[src/hdl/rmxt_pkg.sv]
// package for the range max-xor persistent trie block
// sizes, item and result types, state machine codes, controller/datapath links
// no dependencies
package rmxt_pkg;

  localparam int MAX_ITEMS  = 4096;
  localparam int VALUE_BITS = 24;
  localparam int NODE_COUNT = 131072;

  localparam int NODE_W = $clog2(NODE_COUNT);
  localparam int IDX_W  = $clog2(MAX_ITEMS + 1);
  localparam int LAT_W  = IDX_W;
  localparam int NF_W   = $clog2(NODE_COUNT + 1);
  localparam int LVL_W  = $clog2(VALUE_BITS);
  localparam int PS_DEPTH = MAX_ITEMS + 1;

  typedef enum logic [1:0] {
    ST_APPENDED = 2'd0,
    ST_ANSWERED = 2'd1,
    ST_FULL     = 2'd2,
    ST_BAD      = 2'd3
  } status_t;

  typedef enum logic {
    OP_APPEND = 1'b0,
    OP_QUERY  = 1'b1
  } op_t;

  typedef struct packed {
    logic                  op;
    logic [VALUE_BITS-1:0] value;
    logic [12:0]           range_left;
    logic [12:0]           range_right;
  } item_in_t;

  typedef struct packed {
    logic [23:0] answer;
    logic [1:0]  status;
  } item_out_t;

  typedef enum logic [3:0] {
    S_INIT,
    S_IDLE,
    S_DECIDE,
    S_BLD_START,
    S_BLD_LVL,
    S_BLD_LEAF,
    S_Q_ROOT,
    S_Q_LOAD,
    S_Q_LT,
    S_Q_SEL,
    S_Q_IDX,
    S_Q_ANS
  } state_t;

  typedef struct packed {
    logic    latch_item;
    logic    init;
    logic    bld_start;
    logic    bld_level;
    logic    bld_leaf;
    logic    q_root;
    logic    q_load;
    logic    q_lt;
    logic    q_sel;
    logic    q_idx;
    logic    emit;
    status_t emit_status;
  } rmxt_cmd_t;

  typedef struct packed {
    logic is_query;
    logic full;
    logic bad_range;
    logic last_level;
  } rmxt_sts_t;

endpackage

[src/hdl/rmxt_ctrl.sv]
// controller state machine: sequences trie builds, query walks and results
// depends on rmxt_pkg
module rmxt_ctrl
  import rmxt_pkg::*;
(
  input  logic      clk,
  input  logic      rst,
  input  logic      start,
  input  rmxt_sts_t sts,
  output rmxt_cmd_t cmd,
  output logic      busy
);

  state_t state, state_next;
  logic   booted, booted_next;

  always_ff @(posedge clk) begin
    if (rst) begin
      state  <= S_INIT;
      booted <= 1'b0;
    end else begin
      state  <= state_next;
      booted <= booted_next;
    end
  end

  assign busy = (state != S_IDLE);

  always_comb begin
    state_next  = state;
    booted_next = booted;
    cmd         = '0;
    unique case (state)
      S_INIT: begin
        cmd.bld_start = 1'b1;
        cmd.init      = 1'b1;
        state_next    = S_BLD_LVL;
      end
      S_IDLE: begin
        if (start) begin
          cmd.latch_item = 1'b1;
          state_next     = S_DECIDE;
        end
      end
      S_DECIDE: begin
        if (!sts.is_query) begin
          if (sts.full) begin
            cmd.emit        = 1'b1;
            cmd.emit_status = ST_FULL;
            state_next      = S_IDLE;
          end else begin
            state_next = S_BLD_START;
          end
        end else if (sts.bad_range) begin
          cmd.emit        = 1'b1;
          cmd.emit_status = ST_BAD;
          state_next      = S_IDLE;
        end else begin
          state_next = S_Q_ROOT;
        end
      end
      S_BLD_START: begin
        cmd.bld_start = 1'b1;
        state_next    = S_BLD_LVL;
      end
      S_BLD_LVL: begin
        cmd.bld_level = 1'b1;
        if (sts.last_level) begin
          state_next = S_BLD_LEAF;
        end
      end
      S_BLD_LEAF: begin
        cmd.bld_leaf    = 1'b1;
        cmd.emit        = booted;
        cmd.emit_status = ST_APPENDED;
        booted_next     = 1'b1;
        state_next      = S_IDLE;
      end
      S_Q_ROOT: begin
        cmd.q_root = 1'b1;
        state_next = S_Q_LOAD;
      end
      S_Q_LOAD: begin
        cmd.q_load = 1'b1;
        state_next = S_Q_LT;
      end
      S_Q_LT: begin
        cmd.q_lt   = 1'b1;
        state_next = S_Q_SEL;
      end
      S_Q_SEL: begin
        cmd.q_sel  = 1'b1;
        state_next = sts.last_level ? S_Q_IDX : S_Q_LT;
      end
      S_Q_IDX: begin
        cmd.q_idx  = 1'b1;
        state_next = S_Q_ANS;
      end
      S_Q_ANS: begin
        cmd.emit        = 1'b1;
        cmd.emit_status = ST_ANSWERED;
        state_next      = S_IDLE;
      end
      default: begin
        state_next = S_IDLE;
      end
    endcase
  end

endmodule

[config.mk]
export PLATFORM = sky130hd
export DESIGN_NAME = rmxt_ctrl
export DESIGN_NICKNAME = d
export VERILOG_FILES = /design/src/hdl/rmxt_pkg.sv /design/src/hdl/rmxt_ctrl.sv
export SDC_FILE = /design/constraint.sdc
export NUM_CORES = 1
export LEC_CHECK = 0
export ABC_AREA = 1
export BUFFER_PORTS_ARGS = -buffer_cell sky130_fd_sc_hd__buf_2
export CORE_AREA = 3 3 40 42
export CTS_CLUSTER_DIAMETER = 50
export DETAILED_ROUTE_END_ITERATION = 10
export DIE_AREA = 0 0 43 45
export PLACE_DENSITY = 0.65
export SETUP_SLACK_MARGIN = 0.02
export SLEW_MARGIN = 20
export SYNTH_ARGS = -nofsm -noshare
export SYNTH_HDL_FRONTEND = slang
export SYNTH_SLANG_ARGS = --single-unit
[constraint.sdc]
create_clock -name clk -period 2.37 [get_ports clk]
set_input_delay 0.3555 -clock clk [delete_from_list [all_inputs] [get_ports clk]]
set_output_delay 0.3555 -clock clk [all_outputs]
set_load 0.05 [all_outputs]
==> out/qor.yml <==
outcome: "completed"
avgSynthCellArea_um2: 5.63
ant_nets: 0
power_leakage_nw: 0.356
intPower_mw: 0.308
fillerInstances: 139
synth_common_cells: "17 x nand2_1, 15 x inv_1, 12 x nor2_1, 8 x nor2_2"
setup_ws_ns: 0.542
synth_top_area_cell: "dfxtp_1"
portBuffers: 20
grt_max_degree: 6
grt_pass1_vias: 458
grt.overflow.total: 0
place_worst_setup_slack_ns: 0.805
seq_area_frac_synth_pct: 22.8
fin_nets: 110
path_class: "reg -> out"
finalClockSkew_ns: 0.00266
syn_nets: 85
p_per_area_mw_per_mm2: 1390
dr_total_vias: 518
dpl.cell_count: 113
coreArea_mm2: 0.00128
ys_ff_latch: 5
synthCells: 78
cts_hold_buf: 0
power_mw: 0.809
slew_headroom_pct: 83.4
ios: 21
clock_sinks: 5
die-area_mm2: 0.00194
num_antenna_cells: 0
cts_buffer_depth: 2
synth-edff-count: 0
drive_above_1_share_pct: 41.2
grt.total_usage_pct: 12.6
yosys.cell_count.top_type: "nand2_1"
grt_pass1_wl_um: 1820
synth_top_flop_cell: "dfxtp_1"
fmax_ghz: 0.547
vias_per_cell: 4.43
combPwrFrac_pct: 69.8
row_count: 13
setup_viol: 0
cp.required_ns: 2.01
cap_violations: 0
use_met2_pct: 21.3
period_minus_slack_ns: 1.83
yosys_warnings: 0
grt-busiest-layer: "met2"
gp_congestion: 0.938
synth_area_leaders: "dfxtp_1 23%, nand2_1 15%, inv_1 13%"
hpwl_um: 921
avgRoutedWirePerCell_um: 9.59
cts_tree: "built"
clk_pin_slew_worst_paths_ns: 0.04
p_sw_share_pct: 61.9
rsz0062_at_grt: "false"
die_w_um: 43
endpoint_kind: "primary output"
clock_latency_ns: 0.24
arrival_ns: 1.47
fin_area_um2: 584
post-cts-setup-buffer-count: 0
placed_area_um2: 558
final_cells: 117
initial_core_util_pct: 34.2
worst-path-max-fanout: 5
pwr-share-seq_pct: 17.9
area_growth_pct: 33.0
post_cts_resize_count: 0
h-tree-depth: 1
netlist-cell-type-count: 15
fin_util_pct: 45.5
critPathLaunchType: "flop"
peakVddDrop_v: 0.000652
slew_viol_final: 0
met1_usage_pct: 14.7
syn_area_um2: 439
hold_viol_final: 0
clockPowerShare_pct: 12.3
switchingPower_mw: 0.501
clock_tree.root_cell: "clkbuf_4"
finalSetupTns_ns: 0
synthArstFlopShare_pct: 0
synth_top_area_share_pct: 22.8
first_pass_iters: 4
use_met3_pct: 1.59
layout_worst_path_cycle_share_pct: 77.1
whs_ns: 0.361
drc: 0
wirelength_um: 1120
numCtsBuffers: 3
fp.dieH_um: 45
drt_iter0_markers: 7
hold_class: "in -> reg"
antenna_found_initial: 0
worst_slew_pin_slew_ns: 0.248
==> cells in the final DEF, fill, tap and decap left out, drive strengths merged <==
cell,count
a21oi,2
a31oi,1
buf,20
clkbuf,4
dfxtp,5
inv,20
nand2,20
nand3,3
nor2,22
o21ai,4
o221ai,1
==> worst max-delay path, stage by stage, from the launching register on <==
cell and delay [ns]:
dfxtp_1 0.39, inv_2 0.07, nor2_2 0.17, nand2_1 0.13, o221ai_1 0.18, buf_2 0.29
==> flip-flops by register name, indices dropped and copies added (netlist names) <==
signal,flops
state,4
booted,1
==> path summary, 6_finish.rpt <==
| kind | slack [ns] | cells past startpoint | end | startpoint |
|---|---|---|---|---|
| worst max-delay path | 0.54 | 5 | cmd[2] | state[2] |
| worst min-delay path | 0.36 | 2 | booted | rst |
| worst max register to register | 1.22 | 7 | state[1] | state[2] |
| worst min register to register | 0.46 | 2 | booted | booted |
==> logic make-up (layout without fill, tap and decap cells) <==
logic type | count (synthesis) | after routing | synth area share, %
buf+inv | 20 | 44 | 17.1
compound gates | 8 | 8 | 11.1
flops | 5 | 5 | 22.8
simple gates | 45 | 45 | 49.0
==> power groups by stage <==
stage               sequential (mW)  combinational, mW  clock (mW)
floorplan                     0.141              0.456           0
global placement              0.143              0.562           0
detailed placement            0.146              0.561           0
CTS                           0.144              0.567       0.101
global route                  0.148              0.610       0.105
finish                        0.145              0.565      0.0994
==> area by class of cell <==
class | count | area [µm²] | share of cell area, %
multi-input cells | 53 | 264 | 45.2
inverters | 20 | 75.1 | 12.8
well taps | 15 | 18.8 | 3.21
clock buffers | 4 | 26.3 | 4.50
repair buffers | 20 | 100 | 17.1
flip-flops and latches | 5 | 100 | 17.1
==> layer usage <==
metal	wire, µm	share of wire [%]
met5	0	0
met4	29	2.6
met3	72	6.4
met1	507	45
met2	512	46
Note: power is estimated with default switching activity, not from simulation.
